`src/rtl/rtfp_pkg.sv`:
```
// Shared types and constants for the receive tuning frequency planner.
// No dependencies; the top level and the testbench refer to it by scoped names.
package rtfp_pkg;

   typedef enum logic [2:0] {
      ST_IDLE,
      ST_SETUP,
      ST_SIDE,
      ST_ROW,
      ST_CHECK,
      ST_FINISH
   } state_type;

   // Configuration register indexes.
   localparam logic [3:0] CSR_IF2_TARGET = 4'd0;
   localparam logic [3:0] CSR_INST_BW    = 4'd1;

   localparam logic signed [28:0] IF2_RESET = 29'sd0;
   localparam logic [27:0]        BW_RESET  = 28'd80000000;

   // Frequency plan constants in Hz.
   localparam logic [32:0] RF_MIN           = 33'd10000000;
   localparam logic [32:0] RF_MAX           = 33'd6000000000;
   localparam logic [32:0] BAND_SPLIT       = 33'd1800000000;
   localparam logic [32:0] INJ_SPLIT        = 33'd5100000000;
   localparam logic [32:0] STATIC_LO1_SPLIT = 33'd50000000;
   localparam logic [32:0] PREAMP_SPLIT     = 33'd800000000;
   localparam logic [31:0] IF1_LB           = 32'd2345000000;
   localparam logic [31:0] IF1_HB           = 32'd1250000000;

   // Preselector band edges.
   localparam logic [32:0] LB_EDGE_0 = 33'd500000000;
   localparam logic [32:0] LB_EDGE_1 = 33'd800000000;
   localparam logic [32:0] LB_EDGE_2 = 33'd1200000000;
   localparam logic [32:0] HB_EDGE_0 = 33'd3000000000;
   localparam logic [32:0] HB_EDGE_1 = 33'd4100000000;
   localparam logic [32:0] HB_EDGE_2 = 33'd5100000000;

   localparam logic [1:0] PRESEL_PATH_0 = 2'd0;
   localparam logic [1:0] PRESEL_PATH_1 = 2'd1;
   localparam logic [1:0] PRESEL_PATH_2 = 2'd2;
   localparam logic [1:0] PRESEL_PATH_3 = 2'd3;

endpackage

```
`src/rtl/rx_tuning_frequency_planner_top.sv`:
```
// Receive tuning frequency planner: band and preselector choice, LO1 and LO2 plan
// with an iterative mixer spur search. Depends on rtfp_pkg.
//
// channel   direction  handshake             payload
// req       in         req_valid/req_stall   req_rf_freq_hz
// rsp       out        rsp_valid/rsp_stall   band, preselector paths, LO plan
// csr       in         csr_we                csr_index, csr_wdata
//
// A word passes the setup state, the spur search and the finish state. The search runs
// one harmonic check a cycle on a single shared subtract-and-compare unit, in one
// (order, side) pass after another; a pass ends at the first spur it finds.
// req_stall is high from acceptance until the result is loaded into the output
// register; a stalled result holds there while the next word is already accepted.
// Reset is synchronous; it loads the configuration reset values and clears the held preselector paths.
module rx_tuning_frequency_planner_top #(
   parameter int MAX_ORDER = 5
) (
   input  logic        clock,
   input  logic        reset,
   input  logic        req_valid,
   output logic        req_stall,
   input  logic [32:0] req_rf_freq_hz,
   output logic        rsp_valid,
   input  logic        rsp_stall,
   output logic        rsp_highband,
   output logic [1:0]  rsp_lb_presel_path,
   output logic [1:0]  rsp_hb_presel_path,
   output logic        rsp_lb_preamp_presel_on,
   output logic [32:0] rsp_lo1_hz,
   output logic [31:0] rsp_lo2_hz,
   output logic        rsp_lo1_high_side,
   output logic        rsp_lo2_high_side,
   input  logic        csr_we,
   input  logic [3:0]  csr_index,
   input  logic [28:0] csr_wdata
);

   // Width that holds a*lo1 - b*lo2 plus and minus IF2, doubled, with sign.
   localparam int DW = $clog2((MAX_ORDER + 1) * 64'd6400000000) + 3;
   localparam int CW = $clog2(MAX_ORDER + 1);

   rtfp_pkg::state_type state_ff, state_in;

   logic signed [28:0] if2_ff;
   logic [27:0]        bw_ff;
   logic [1:0]         lb_hold_ff, lb_hold_in;
   logic [1:0]         hb_hold_ff, hb_hold_in;

   logic [32:0] rf_ff, rf_in;
   logic        hb_ff, hb_in;
   logic [31:0] if1_ff, if1_in;
   logic [32:0] lo1_ff, lo1_in;
   logic [31:0] lo2_hi_ff, lo2_hi_in;
   logic [31:0] lo2_lo_ff, lo2_lo_in;

   logic signed [DW-1:0] acc_ff, acc_in;
   logic signed [DW-1:0] d_ff, d_in;
   logic [CW-1:0]        ord_ff, ord_in;
   logic [CW-1:0]        a_ff, a_in;
   logic [CW-1:0]        b_ff, b_in;
   logic                 side_hi_ff, side_hi_in;
   logic                 lo2_high_ff, lo2_high_in;

   logic        rsp_valid_ff, rsp_valid_in;
   logic        out_hb_ff, out_preamp_ff, out_lo1_hs_ff, out_lo2_hs_ff;
   logic [1:0]  out_lb_ff, out_hb_path_ff;
   logic [32:0] out_lo1_ff;
   logic [31:0] out_lo2_ff;

   logic                 accept;
   logic                 out_load;
   logic [32:0]          rf_clip;
   logic [31:0]          if1_sel;
   logic [33:0]          lo1_wide;
   logic [33:0]          lo2_hi_wide;
   logic [33:0]          lo2_lo_wide;
   logic [31:0]          lo2_side;
   logic [31:0]          lo2_final;
   logic signed [DW-1:0] lo1_ext;
   logic signed [DW-1:0] lo2_ext;
   logic signed [DW-1:0] if2_ext;
   logic signed [DW-1:0] bw_ext;
   logic signed [DW-1:0] e_plus;
   logic signed [DW-1:0] e_minus;
   logic signed [DW-1:0] tw_plus;
   logic signed [DW-1:0] tw_minus;
   logic                 spur_hit;

   assign accept    = req_valid && (state_ff == rtfp_pkg::ST_IDLE);
   assign req_stall = (state_ff != rtfp_pkg::ST_IDLE);
   assign out_load  = (state_ff == rtfp_pkg::ST_FINISH) && (!rsp_valid_ff || !rsp_stall);

   // Front end: clip, band, first IF, LO1 and the two LO2 candidates.
   always_comb begin
      priority if (req_rf_freq_hz < rtfp_pkg::RF_MIN) begin
         rf_clip = rtfp_pkg::RF_MIN;
      end else if (req_rf_freq_hz > rtfp_pkg::RF_MAX) begin
         rf_clip = rtfp_pkg::RF_MAX;
      end else begin
         rf_clip = req_rf_freq_hz;
      end
      hb_in   = (rf_ff > rtfp_pkg::BAND_SPLIT);
      if1_sel = hb_in ? rtfp_pkg::IF1_HB : rtfp_pkg::IF1_LB;
      priority if (rf_ff <= rtfp_pkg::STATIC_LO1_SPLIT) begin
         lo1_wide = {2'b00, if1_sel} + {1'b0, rtfp_pkg::STATIC_LO1_SPLIT};
      end else if (rf_ff <= rtfp_pkg::INJ_SPLIT) begin
         lo1_wide = {1'b0, rf_ff} + {2'b00, if1_sel};
      end else begin
         lo1_wide = {1'b0, rf_ff} - {2'b00, if1_sel};
      end
      lo2_hi_wide = {2'b00, if1_sel} + {{5{if2_ff[28]}}, if2_ff};
      lo2_lo_wide = {2'b00, if1_sel} - {{5{if2_ff[28]}}, if2_ff};
      rf_in     = accept ? rf_clip : rf_ff;
      if1_in    = if1_sel;
      lo1_in    = lo1_wide[32:0];
      lo2_hi_in = lo2_hi_wide[31:0];
      lo2_lo_in = lo2_lo_wide[31:0];
   end

   // Preselector choice for the active band; the other band keeps its path.
   always_comb begin
      lb_hold_in = lb_hold_ff;
      hb_hold_in = hb_hold_ff;
      if (state_ff == rtfp_pkg::ST_SETUP) begin
         if (!hb_in) begin
            priority if (rf_ff < rtfp_pkg::LB_EDGE_0) lb_hold_in = rtfp_pkg::PRESEL_PATH_0;
            else if (rf_ff < rtfp_pkg::LB_EDGE_1)     lb_hold_in = rtfp_pkg::PRESEL_PATH_1;
            else if (rf_ff < rtfp_pkg::LB_EDGE_2)     lb_hold_in = rtfp_pkg::PRESEL_PATH_2;
            else                                      lb_hold_in = rtfp_pkg::PRESEL_PATH_3;
         end else begin
            priority if (rf_ff < rtfp_pkg::HB_EDGE_0) hb_hold_in = rtfp_pkg::PRESEL_PATH_0;
            else if (rf_ff < rtfp_pkg::HB_EDGE_1)     hb_hold_in = rtfp_pkg::PRESEL_PATH_1;
            else if (rf_ff < rtfp_pkg::HB_EDGE_2)     hb_hold_in = rtfp_pkg::PRESEL_PATH_2;
            else                                      hb_hold_in = rtfp_pkg::PRESEL_PATH_3;
         end
      end
   end

   // Shared spur check unit: one (a, b) harmonic pair per cycle on the registered d.
   always_comb begin
      lo2_side = side_hi_ff ? lo2_hi_ff : lo2_lo_ff;
      lo1_ext  = {{(DW-33){1'b0}}, lo1_ff};
      lo2_ext  = {{(DW-32){1'b0}}, lo2_side};
      if2_ext  = {{(DW-29){if2_ff[28]}}, if2_ff};
      bw_ext   = {{(DW-28){1'b0}}, bw_ff};
      e_plus   = d_ff + if2_ext;
      e_minus  = d_ff - if2_ext;
      tw_plus  = e_plus <<< 1;
      tw_minus = e_minus <<< 1;
      spur_hit = ((tw_plus < bw_ext) && (tw_plus > -bw_ext))
              || ((tw_minus < bw_ext) && (tw_minus > -bw_ext));
   end

   // Next state.
   always_comb begin
      state_in = state_ff;
      unique case (state_ff)
         rtfp_pkg::ST_IDLE: begin
            if (accept) state_in = rtfp_pkg::ST_SETUP;
         end
         rtfp_pkg::ST_SETUP: begin
            state_in = rtfp_pkg::ST_SIDE;
         end
         rtfp_pkg::ST_SIDE: begin
            state_in = rtfp_pkg::ST_ROW;
         end
         rtfp_pkg::ST_ROW: begin
            state_in = rtfp_pkg::ST_CHECK;
         end
         rtfp_pkg::ST_CHECK: begin
            priority if (spur_hit) begin
               if (!side_hi_ff && (ord_ff == CW'(1))) state_in = rtfp_pkg::ST_FINISH;
               else                                   state_in = rtfp_pkg::ST_SIDE;
            end else if (b_ff < ord_ff) begin
               state_in = rtfp_pkg::ST_CHECK;
            end else if (a_ff < ord_ff) begin
               state_in = rtfp_pkg::ST_ROW;
            end else begin
               state_in = rtfp_pkg::ST_FINISH;
            end
         end
         rtfp_pkg::ST_FINISH: begin
            if (out_load) state_in = rtfp_pkg::ST_IDLE;
         end
         default: state_in = rtfp_pkg::ST_IDLE;
      endcase
   end

   // Sequencer datapath controls.
   always_comb begin
      acc_in      = acc_ff;
      d_in        = d_ff;
      ord_in      = ord_ff;
      a_in        = a_ff;
      b_in        = b_ff;
      side_hi_in  = side_hi_ff;
      lo2_high_in = lo2_high_ff;
      unique case (state_ff)
         rtfp_pkg::ST_SETUP: begin
            ord_in      = CW'(MAX_ORDER);
            side_hi_in  = 1'b1;
            lo2_high_in = 1'b1;
         end
         rtfp_pkg::ST_SIDE: begin
            // acc runs one row ahead: it holds (a+1)*lo1 while row a is checked.
            acc_in = lo1_ext;
            a_in   = CW'(0);
         end
         rtfp_pkg::ST_ROW: begin
            d_in   = acc_ff - lo2_ext;
            acc_in = acc_ff + lo1_ext;
            a_in   = a_ff + CW'(1);
            b_in   = CW'(1);
         end
         rtfp_pkg::ST_CHECK: begin
            priority if (spur_hit) begin
               if (side_hi_ff) begin
                  side_hi_in = 1'b0;
               end else if (ord_ff == CW'(1)) begin
                  lo2_high_in = 1'b1;
               end else begin
                  ord_in     = ord_ff - CW'(1);
                  side_hi_in = 1'b1;
               end
            end else if (b_ff < ord_ff) begin
               b_in = b_ff + CW'(1);
               d_in = d_ff - lo2_ext;
            end else if (a_ff < ord_ff) begin
               b_in = b_ff;
            end else begin
               lo2_high_in = side_hi_ff;
            end
         end
         default: begin
            acc_in = acc_ff;
         end
      endcase
   end

   assign lo2_final = lo2_high_ff ? lo2_hi_ff : lo2_lo_ff;

   always_comb begin
      priority if (out_load)   rsp_valid_in = 1'b1;
      else if (rsp_stall)      rsp_valid_in = rsp_valid_ff;
      else                     rsp_valid_in = 1'b0;
   end

   always_ff @(posedge clock) begin
      if (reset) begin
         state_ff     <= rtfp_pkg::ST_IDLE;
         rsp_valid_ff <= 1'b0;
         if2_ff       <= rtfp_pkg::IF2_RESET;
         bw_ff        <= rtfp_pkg::BW_RESET;
         lb_hold_ff   <= rtfp_pkg::PRESEL_PATH_0;
         hb_hold_ff   <= rtfp_pkg::PRESEL_PATH_0;
      end else begin
         state_ff     <= state_in;
         rsp_valid_ff <= rsp_valid_in;
         lb_hold_ff   <= lb_hold_in;
         hb_hold_ff   <= hb_hold_in;
         if (csr_we && (csr_index == rtfp_pkg::CSR_IF2_TARGET)) if2_ff <= csr_wdata;
         if (csr_we && (csr_index == rtfp_pkg::CSR_INST_BW))    bw_ff  <= csr_wdata[27:0];
      end
   end

   always_ff @(posedge clock) begin
      rf_ff       <= rf_in;
      acc_ff      <= acc_in;
      d_ff        <= d_in;
      ord_ff      <= ord_in;
      a_ff        <= a_in;
      b_ff        <= b_in;
      side_hi_ff  <= side_hi_in;
      lo2_high_ff <= lo2_high_in;
      if (state_ff == rtfp_pkg::ST_SETUP) begin
         hb_ff     <= hb_in;
         if1_ff    <= if1_in;
         lo1_ff    <= lo1_in;
         lo2_hi_ff <= lo2_hi_in;
         lo2_lo_ff <= lo2_lo_in;
      end
      if (out_load) begin
         out_hb_ff      <= hb_ff;
         out_lb_ff      <= lb_hold_ff;
         out_hb_path_ff <= hb_hold_ff;
         out_preamp_ff  <= (rf_ff > rtfp_pkg::PREAMP_SPLIT);
         out_lo1_ff     <= lo1_ff;
         out_lo2_ff     <= lo2_final;
         out_lo1_hs_ff  <= (lo1_ff > rf_ff);
         out_lo2_hs_ff  <= (lo2_final > if1_ff);
      end
   end

   assign rsp_valid               = rsp_valid_ff;
   assign rsp_highband            = out_hb_ff;
   assign rsp_lb_presel_path      = out_lb_ff;
   assign rsp_hb_presel_path      = out_hb_path_ff;
   assign rsp_lb_preamp_presel_on = out_preamp_ff;
   assign rsp_lo1_hz              = out_lo1_ff;
   assign rsp_lo2_hz              = out_lo2_ff;
   assign rsp_lo1_high_side       = out_lo1_hs_ff;
   assign rsp_lo2_high_side       = out_lo2_hs_ff;

endmodule

```
`config.mk`:
```
export PLATFORM = sky130hd
export DESIGN_NAME = rx_tuning_frequency_planner_top
export DESIGN_NICKNAME = d
export VERILOG_FILES = /design/src/rtl/rtfp_pkg.sv /design/src/rtl/rx_tuning_frequency_planner_top.sv
export SDC_FILE = /design/constraint.sdc
export NUM_CORES = 1
export LEC_CHECK = 0
export ABC_AREA = 1
export BUFFER_PORTS_ARGS = -buffer_cell sky130_fd_sc_hd__clkbuf_2
export CAP_MARGIN = 20
export CORE_MARGIN = 10
export CORE_UTILIZATION = 40
export CTS_CLUSTER_DIAMETER = 200
export CTS_CLUSTER_SIZE = 28
export DETAILED_ROUTE_END_ITERATION = 10
export GPL_TIMING_DRIVEN = 0
export SETUP_SLACK_MARGIN = 0.4
export SLEW_MARGIN = 40
export SYNTH_ARGS = -nofsm -noshare
export SYNTH_HDL_FRONTEND = slang
export SYNTH_SLANG_ARGS = --single-unit
```
`constraint.sdc`:
```
create_clock -name clock -period 16.85 [get_ports clock]
set_input_delay 3.37 -clock clock [delete_from_list [all_inputs] [get_ports clock]]
set_output_delay 3.37 -clock clock [all_outputs]
set_load 0.1 [all_outputs]
```
# After elaboration in Yosys (flattened, before gate mapping)
# Cells that the tools add are included.
op_classes:
  div: 0
  mul: 0
  eq_ne: 19
  addsub: 14
  bitwise: 1
  shift: 0
  n_reduce_logical: 26
  n_mux: 43
  order_cmp: 20
op_table:
  columns: ["cell", "n"]
  rows:
  - ["one-hot mux 39 bit (2 select lines)", 2]
  - ["2-to-1 mux 33 bit", 3]
  - ["2-to-1 mux 32 bit", 3]
  - ["greater-than comparator 39 bit", 2]
  - ["< comparator 39 x 29 -> 1 bit", 2]
  - ["2-to-1 mux 39 bit", 2]
  - ["subtractor 39 x 33 -> 39 bit", 2]
  - ["< comparator 33 x 32 -> 1 bit, second input constant", 2]
  - ["adder 39 x 34 -> 39 bit", 1]
  - ["negator 28 -> 39 bit", 1]
  - ["adder 38 x 29 -> 38 bit", 1]
  - ["subtractor 38 x 29 -> 38 bit", 1]
  - ["adder 32 x 26 -> 33 bit, second input constant", 1]
  - ["adder 33 x 32 -> 33 bit", 1]
  - ["greater-than comparator 33 x 30 -> 1 bit, second input constant", 1]
  - ["greater-than comparator 33 x 31 -> 1 bit, second input constant", 1]
  - ["greater-than comparator 33 bit", 1]
  - ["greater-than comparator 33 bit, second input constant", 1]
  - ["<= comparator 33 x 26 -> 1 bit, second input constant", 1]
  - ["<= comparator 33 bit, second input constant", 1]
  - ["< comparator 33 x 24 -> 1 bit, second input constant", 1]
  - ["< comparator 33 x 29 -> 1 bit, second input constant", 1]
  - ["< comparator 33 x 30 -> 1 bit, second input constant", 1]
  - ["< comparator 33 x 31 -> 1 bit, second input constant", 1]
  - ["34 further kinds", 89]
totals:
  latchBits: 0
  output_inout_bits: 75
  wordCells: 151
  ram_bits: 0
  in_bits: 71
  mem_bits_ro: 0
  memories: 0
  register_bits: 390

# Logic depth before layout (Yosys ltp)
# Gate-level depths: netlist of the first run.
depth:
  word_depth: 6
  mapped_depth: 34
  depth_no_buf: 34

# Worst setup path after synthesis of the first run
# Ideal clock, no wire load.
synth_timing:
  path_type: "input port to flip-flop"
  from: "input port rsp_stall"
  to: "register out_hb_path_ff[0], in the netlist rsp_hb_presel_path[0] (enable)"
  arrival_time_ns: 6.930
  slack_ns: 9.392
  n_path_buf: 0
  required_time_ns: 16.322
  setup_time_ns: 0.528
  path_stages: 1
  path_cell_list: "a21oi_1"
synth_between:
  elab_chain_len: 3
synth_lines:
  columns: ["element", "line", "rtl"]
  rows:
  - ["from (decl)", "rx_tuning_frequency_planner_top.sv:24", "input logic rsp_stall,"]
  - ["logical NOT 1 bit", "rx_tuning_frequency_planner_top.sv:91", "assign out_load = (state_ff == rtfp_pkg::ST_FINISH) && (!rsp_valid_ff || !rsp_stall);"]
  - ["logical OR 1 bit", "rx_tuning_frequency_planner_top.sv:91", null]
  - ["logical AND 1 bit", "rx_tuning_frequency_planner_top.sv:91", null]
  - ["to (signal assigned)", "rx_tuning_frequency_planner_top.sv:285", "out_hb_path_ff <= hb_hold_ff;"]
  - ["to (decl)", "rx_tuning_frequency_planner_top.sv:66", "logic [1:0] out_lb_ff, out_hb_path_ff;"]
# No other way between the ends.
# A chain may end at the register's enable or synchronous reset.

# Final worst setup path of the first run
layout_timing:
  from: "register if2_ff[28]"
  to: "register d_ff[0] (enable)"
layout_between:
  elab_chain_len: 6
  word_cells_on_any_way: 11
  cone_classes: "2 x add/sub; 4 x order compare; 1 x eq/ne; 4 x reduce/logical"
layout_lines:
  columns: ["element", "line", "rtl"]
  rows:
  - ["from (decl)", "rx_tuning_frequency_planner_top.sv:44", "logic signed [28:0] if2_ff;"]
  - ["from (signal assigned)", "rx_tuning_frequency_planner_top.sv:252", "if2_ff <= rtfp_pkg::IF2_RESET;"]
  - ["from (signal assigned)", "rx_tuning_frequency_planner_top.sv:261", "if (csr_we && (csr_index == rtfp_pkg::CSR_IF2_TARGET)) if2_ff <= csr_wdata;"]
  - ["adder 38 x 29 -> 38 bit / subtractor 38 x 29 -> 38 bit (equally long branches)", "rx_tuning_frequency_planner_top.sv:146, rx_tuning_frequency_planner_top.sv:147", null]
  - ["< comparator 39 x 29 -> 1 bit, or another cell as far along", "rx_tuning_frequency_planner_top.sv:150", "spur_hit = ((tw_plus < bw_ext) && (tw_plus > -bw_ext))"]
  - ["logical AND 1 bit, on equally long branches", "rx_tuning_frequency_planner_top.sv:150, rx_tuning_frequency_planner_top.sv:151", null]
  - ["logical OR 1 bit *", "rx_tuning_frequency_planner_top.sv:151", "|| ((tw_minus < bw_ext) && (tw_minus > -bw_ext));"]
  - ["inequality test 2 bit (no source line) *", null, null]
  - ["AND reduction 3 bit (no source line) *", null, null]
  - ["to (signal assigned)", "rx_tuning_frequency_planner_top.sv:269", "d_ff <= d_in;"]
  - ["to (decl)", "rx_tuning_frequency_planner_top.sv:57", "logic signed [DW-1:0] d_ff, d_in;"]
# Every way passes the cells marked *; elsewhere a longest branch is shown, timed or not.

==> results by stage, run 1 <==
CTS:
- The TritonCTS clock tree is done.
- Buffers inserted during clock tree synthesis total 16.
- The cell sitting at the root of the clock tree is a sky130_fd_sc_hd__clkbuf_16.
- The clock passes through at most 3 buffers.
- After clock tree synthesis, the clock-pin slew on the worst setup and hold paths is 130 ps.
- The clock latency reported for the late side of the worst-skew pair is 570 ps.
- The count of hold buffers inserted by post-cts repair is 0.
- The buffers inserted during post-CTS setup optimization is 0.
- In this run the number of H-tree levels came out at 1.
- The number of gates resized after CTS was 0.
- The clock sink count is 356.

Cells and area:
- The final-stage net count is 4,791.
- The area used by multi-input combinational logic is 18,500 um2.
- The sequential cell area is 10,000 um2.
- The layout overhead on the synthesized area is 9.04%.
- The final antenna diode count is 0.
- Fill cells in the final layout number 8,010.
- The fraction of layout instances using a drive strength above 1 is 0.0728.

Placed design:
- The placer congestion estimate is 1.02.
- The number of buffers inserted by port buffering is 145.
- The detailed placement HPWL is 93,200 um.
- Timing analysis after detailed placement gives a worst setup slack of 10,070 ps.

Global route:
- Across every metal layer, demand over resource in global routing totals 0.237.
- The overall overflow remaining after global route is 0.
- The number of antenna violations at the first check in global routing was 4.
- Entering global routing, the biggest net connects 39 pins.
- The met2 track demand over resource is 0.424.
- For this run, global-route usage on met1 was measured as 0.271.
- The wire length of the first global-routing pass is 164,000 um.
- The busiest layer in global routing is met2.
- In the global route stage, met3 resource usage came out at 0.0224.
- The via count of the first global-routing pass is 28,490.

Timing:
- The number of hold violations in the final report is 0.
- The maximum clock frequency is 0.146 GHz.
- The setup-violating endpoint count in the final report is 0.
- The count of pins over their slew limit is 0.
- The total negative setup slack is 0 ps.
- Dividing the final minimum period by the clock period gives 0.407.
- The headroom to the max-slew limit is 0.416.
- Setup repair after global routing left no endpoint under its margin.
- Across all hold checks on the routed design, the worst slack comes to 445 ps.
- For the pin with the worst max-slew slack, the measured transition is 867 ps.
- The worst path needs 6860 ps of the cycle, external delays included.
- The worst clock skew is 30.0 ps.
- The slack of the critical path is 9990 ps.

Pwr:
- The worst IR drop on VDD is 0.0000735 V.
- The overall power of the completed layout is 4740 uW.
- The ratio of total power to cell area is 140 nW/um2.
- The leakage dissipation is 0.0158 uW.

Detailed routing:
- The routed length per placed instance is 20.4 um.
- Using the TritonRoute via totals, the vias-per-cell ratio works out to 5.29.
- The first routing iteration left 1,636 violations.
- The count of vias placed by the detailed router is 28,529.
- For this block, the routed nets add up to 110,000 um of wire.
- In the routed design, unresolved DRC markers number 0.
- The detail route stage leaves a number of antenna-violating nets equal to 0.
- The first detailed-routing pass ran for 8 iterations.

Critical path:
- The type of the worst setup path is flop to flop.
- The critical path capture point type is a flop.
- The startpoint identified for the worst register-to-register timing path is if2_ff[28].
- The required time of the critical path is 17,150 ps.
- Among all stages on the critical path, the largest delay is contributed by sky130_fd_sc_hd__dfxtp_1.
- The setup check on the worst reg-to-reg path leaves a slack of 9990 ps.
- The worst register-to-register path has a depth of 29.
- The cell repeated most along the worst path is sky130_fd_sc_hd__nand2_1.
- In this run the worst path has a maximum fanout of 38.
- The critical path arrival is 7160 ps.
- The type of origin of the critical path is a flop.
- The largest single stage delay on the critical path is 800 ps.
- The endpoint identified for the worst register-to-register timing path is d_ff[0].

Logic synthesis:
- The synthesized area per cell is 7.46 um2.
- The cell count after synthesis is 4,167.
- For this run, the register share of the synthesized area comes to 0.323.
- The share of the synthesized area in the top cell type is 0.281.
- Yosys mapped a number of flops with a built-in enable equal to 291.
- The number of synthesis warnings is 0.
- The register bit count reported by yosys is 356.
- Summing every instance area after synthesis gives 31,100 um2.
- In the synthesized netlist the dominant register cell turns out to be sky130_fd_sc_hd__edfxtp_1.
- Among all cell types in the netlist, the one instantiated most often is sky130_fd_sc_hd__nand2_1.
- The net count after synthesis is 4,613.
- The netlist uses 67 different library cells.
- The biggest area contributor in the post-synthesis netlist is sky130_fd_sc_hd__edfxtp_1.
- After synthesis, the most frequently instantiated cells are sky130_fd_sc_hd__nand2_1, sky130_fd_sc_hd__inv_1, sky130_fd_sc_hd__ha_1.
- The fraction of registers with async set/reset is 0.
- Sorting the synthesized cells by area gives the leading types as sky130_fd_sc_hd__edfxtp_1, sky130_fd_sc_hd__ha_1, sky130_fd_sc_hd__nand2_1.

Worst hold path:
- The startpoint of the tightest hold check path is hb_hold_ff[1].
- The path type of the worst min-delay path is flop to flop.
- The worst hold path cell count is 0.
- The hold path endpoint is rsp_hb_presel_path[1].

Die:
- The die is 299 um wide.
- After floorplanning, the core was divided into 102 placement rows.
- Pin placement for this block handled 146 I/O pins.
- The die is 299 um tall.
- For this configuration, the core starts out at a cell density of 0.403.
- The floorplan step defined a die boundary enclosing 89,300 um2.
- The placeable core region is 77,200 um2.

Job:
- Max-cap violations in this run came to 0.

Outcome:
- The run finished with clean final reports.
==> placed cells by master (no fill, tap or decap), types with 147 or more instances in the layout <==
| master | Yosys | routed |
|---|---|---|
| sky130_fd_sc_hd__nand2_1 | 1016 | 1013 |
| sky130_fd_sc_hd__inv_1 | 549 | 549 |
| sky130_fd_sc_hd__ha_1 | 369 | 369 |
| sky130_fd_sc_hd__a21oi_1 | 360 | 359 |
| sky130_fd_sc_hd__nor2_1 | 350 | 348 |
| sky130_fd_sc_hd__edfxtp_1 | 291 | 291 |
| sky130_fd_sc_hd__o21ai_0 | 280 | 277 |
| sky130_fd_sc_hd__xor2_1 | 155 | 155 |
| sky130_fd_sc_hd__nand3_1 | 154 | 154 |
| sky130_fd_sc_hd__clkbuf_2 | 1 | 147 |
==> how the worst max path moves through the flow <==
stage               slack, ps  cells past startpoint  startpoint                    end
floorplan                9390                      1   rsp_stall  rsp_hb_presel_path[0]
global placement         6380                      2   rsp_stall          rsp_lo2_hz[1]
detailed placement      10070                     29  if2_ff[28]                d_ff[2]
CTS                     10030                     29  if2_ff[28]                d_ff[0]
global route             9760                     29  if2_ff[28]                d_ff[2]
finish                   9990                     29  if2_ff[28]                d_ff[0]
==> flip-flops by register name, indices dropped and copies added, names as in the netlist, 3 cells and up <==
register,flops
a_ff,3
acc_ff,38
b_ff,3
bw_ff,28
d_ff,38
if2_ff,29
lo1_ff,33
lo2_hi_ff,32
lo2_lo_ff,31
ord_ff,3
rf_ff,33
rsp_lo1_hz,33
rsp_lo2_hz,32
state_ff,3
==> logic make-up after synthesis <==
logic type,Yosys count,share of synthesized area
and+or+nand+nor,1774,0.243
AOI/OAI and AO/OA,804,0.142
buffers and inverters,660,0.0833
adders and majority gates,375,0.152
DFF,356,0.323
xor gates and xnor gates,195,0.0549
muxes,3,0.000965
==> layout make-up <==
cell class,instances,area share
multi-input cells,3151,0.546
flip-flops and latches,356,0.296
inverters,564,0.0624
well taps,1040,0.0384
repair buffers,160,0.0290
plain buffers,96,0.0140
clock buffers,27,0.0136
clock inverters,1,0.000258
==> per-stage QoR <==
stage	util	cell area (um2)	cells
2_1_floorplan	-	31100	4167
3_3_place_gp	0.429	33100	5352
3_5_place_dp	0.433	33400	5367
4_1_cts	0.439	33900	5395
5_1_grt	0.439	33900	5395
6_report	0.439	33900	5395
==> where the power goes <==
part	internal [uW]	switching, uW	total [uW]
combinational	932	1880	2820
clock	193	298	491
sequential	1260	169	1430
total	2390	2350	4740
==> metal layers <==
metal	up-vias	share of wire
met5	-	0
met4	0	0.067
met3	229	0.041
met2	847	0.49
met1	13111	0.40
li1	14342	-
==> critical path: cells and delay by family, from the launching register on <==
| family | cells | cell delay [ps] |
|---|---|---|
| buf+inv | 5 | 930 |
| simple gates | 18 | 2990 |
| fa+ha+maj | 2 | 950 |
| xor+xnor | 1 | 270 |
| flops | 1 | 800 |
| compound gates | 3 | 570 |
(Power assumes the default switching activity.)
==> run 2: changes to the inputs <==
==> constraint.sdc (replaced) <==
create_clock -name clock -period 5.9 [get_ports clock]
set_input_delay 1.18 -clock clock [delete_from_list [all_inputs] [get_ports clock]]
set_output_delay 1.18 -clock clock [all_outputs]
set_load 0.1 [all_outputs]
==> results by stage, run 2 (synthesis gave the netlist of run 1 again) <==
Outcome:
- Run status: finished clean (unchanged).

Cells and area:
- The cell area after layout is 34,700 um2 (was 33,900 um2).
- The fraction of layout instances using a drive strength above 1 was 0.0998 (was 0.0728).
- The final-stage net count is 4,824 (was 4,791).
- Largest regs: acc_ff: 38 flops, d_ff: 38 flops (unchanged).
- Most frequent cells in the layout: sky130_fd_sc_hd__nand2_1, sky130_fd_sc_hd__inv_1, sky130_fd_sc_hd__ha_1, sky130_fd_sc_hd__a21oi_1, sky130_fd_sc_hd__nor2_1 (unchanged).
- The most common library cell in the layout ignoring fill and taps is sky130_fd_sc_hd__nand2_1 (unchanged).
- The layout overhead on the synthesized area is 11.6% (was 9.04%).

Timing:
- The number of hold violations in the final report is 0 (unchanged).
- The setup-violating endpoint count in the final report is 0 (unchanged).
- The slew at the pin with the worst max-slew slack is 902 ps (was 867 ps).
- The worst hold margin is 449 ps (was 445 ps).
- The time the final worst path needs with I/O delays and setup is 5280 ps (was 6860 ps).
- The worst clock skew is 26.3 ps (was 30.0 ps).
- The share of the clock period used by the worst path after layout came to 0.895 (was 0.407).
- The headroom to the max-slew limit is 0.392 (was 0.416).
- Unrepaired setup endpoints after global routing: no (unchanged).
- The maximum clock frequency came to 0.189 GHz (was 0.146 GHz).
- The slack of the critical path is 617 ps (was 9990 ps).
- The count of pins over their slew limit was 0 (unchanged).

CTS:
- The cell at the root of the clock tree is sky130_fd_sc_hd__clkbuf_16 (unchanged).
- The maximum number of buffers from clock root to sink came to 3 (unchanged).
- The clock latency reported for the late side of the worst-skew pair was 570 ps (about the same).
- The clock sink count is 356 (unchanged).
- The H-tree depth reported by CTS was 1 (unchanged).
- The TritonCTS clock tree is done (unchanged).
- The clock-pin transition on the worst setup and hold timing paths is 120 ps (was 130 ps).
- The number of clock buffers inserted by TritonCTS is 16 (unchanged).

Detailed routing:
- The total routed wirelength came to 110,000 um (about the same).
- The count of vias placed by the detailed router came to 28,872 (was 28,529).
- The violation count after the first detailed-route iteration is 1,847 (was 1,636).
- The detailed-router iteration count before antenna repair was 5 (was 8).
- The remaining design rule violation count is 0 (unchanged).
- The remaining antenna violation count is 0 (unchanged).
- The routed length per placed instance is 20.2 um (was 20.4 um).
- The routed via count divided by cell count is 5.32 (was 5.29).

Critical path:
- The type of the worst setup path is flop to flop (unchanged).
- The critical path capture point type is a flop (unchanged).
- The peak fanout along the critical path is 8 (was 38).
- The type of origin of the critical path is a flop (unchanged).
- The peak per-stage delay on the critical path is 380 ps (was 800 ps).
- The master of the slowest instance on the critical path is sky130_fd_sc_hd__nor4_1 (was sky130_fd_sc_hd__dfxtp_1).
- The required time of the critical path is 6190 ps (was 17,150 ps).
- The critical path arrival came to 5570 ps (was 7160 ps).

Placed design:
- The instance area at placement is 33,500 um2 (was 33,400 um2).
- The number of buffers inserted by port buffering came to 145 (unchanged).
- The placer congestion estimate was 1.03 (was 1.02).
- The detailed placement HPWL is 91,700 um (was 93,200 um).
- The worst slack after detailed placement is -879 ps (was 10,070 ps).

Die:
- The area of the die came to 89,300 um2 (unchanged).
- The die boundary height was 299 um (unchanged).
- The placeable core region is 77,200 um2 (unchanged).
- The initial cell density of the core is 0.403 (unchanged).
- The horizontal die dimension is 299 um (unchanged).
- The number of placement rows was 102 (unchanged).
- The I/O pin total is 146 (unchanged).

Global route:
- The met1 track demand over resource in global routing is 0.272 (was 0.271).
- The total global routing track utilization is 0.235 (was 0.237).
- The via count of the first global-routing pass came to 28,541 (was 28,490).
- The met2 track demand over resource is 0.423 (was 0.424).
- The maximum number of pins on one net before global-route repair is 39 (unchanged).
- The met3 demand-to-capacity share in global routing is 0.0210 (was 0.0224).
- The number of antenna violations at the first check in global routing is 5 (was 4).
- The overall overflow remaining after global route was 0 (unchanged).
- The busiest layer in global routing was met2 (unchanged).
- The wire length of the first global-routing pass is 163,000 um (was 164,000 um).

Pwr:
- The overall power of the completed layout is 13,700 uW (was 4740 uW).
- The worst IR drop on VDD is 0.000294 V (was 0.0000735 V).
- The leakage dissipation is 0.0161 uW (was 0.0158 uW).
- The ratio of total power to cell area is 394 nW/um2 (was 140 nW/um2).

Job:
- The total of max-cap violations was 0 (unchanged).

Worst hold path:
- The path type of the worst min-delay path is flop to flop (unchanged).
## run 2: stage by stage
step / setup TNS, ps / std cells / utilization
after floorplan: 0 / 4167 / -
after global placement: -273420 / 5352 / 0.429
after detailed placement: -40160 / 5367 / 0.433
after CTS: 0 / 5400 / 0.442
after global routing: 0 / 5428 / 0.450
final: 0 / 5429 / 0.450
## run 2: report_power, final
| group | leakage, uW | internal [uW] | switching [uW] |
|---|---|---|---|
| Clock | 0.000226 | 552 | 864 |
| Combinational | 0.0127 | 2760 | 5410 |
| Sequential | 0.00319 | 3600 | 490 |
| Total | 0.0161 | 6910 | 6770 |
## run 2: repair_timing
item	in CTS	in global routing
hold buffers	0	0
pin swaps	5	20
gates resized for setup	57	95
setup endpoints to repair	66	61
gates cloned	1	5
buffers inserted	4	23
## run 2: routing by layer
layer,vias to the layer above,part of all wire
li1,14437,-
met1,13304,0.40
met2,857,0.49
met3,274,0.042
met4,0,0.065
met5,-,0
## run 2: path summary, 6_finish.rpt
| kind | from | endpoint | slack [ps] | cells past startpoint |
|---|---|---|---|---|
| worst max register to register | bw_ff[0] | d_ff[36] | 620 | 28 |
| worst min-delay path | hb_hold_ff[0] | rsp_hb_presel_path[0] | 450 | 0 |
| worst min register to register | hb_hold_ff[0] | rsp_hb_presel_path[0] | 450 | 0 |
| worst max-delay path | bw_ff[0] | d_ff[36] | 620 | 28 |
## run 2: worst max-delay path, delay by kind of cell (launching register included)
family,cells,cell delay [ps]
AO/OA/AOI/OAI,1,80
adder cells (fa/ha/maj),2,310
buffers and inverters,2,280
flip-flops,1,360
AND/OR/NAND/NOR,23,3950
## run 2: cell type report
cell class,count,area (um2)
Fill cell,8046,42500
Buffer,96,527
Clock inverter,1,8.76
Multi-Input combinational cell,3151,18900
Sequential cell,356,10100
Tap cell,1040,1300
Antenna cell,1,2.50
Timing Repair Buffer,193,1330
Clock buffer,27,463
Inverter,564,2140
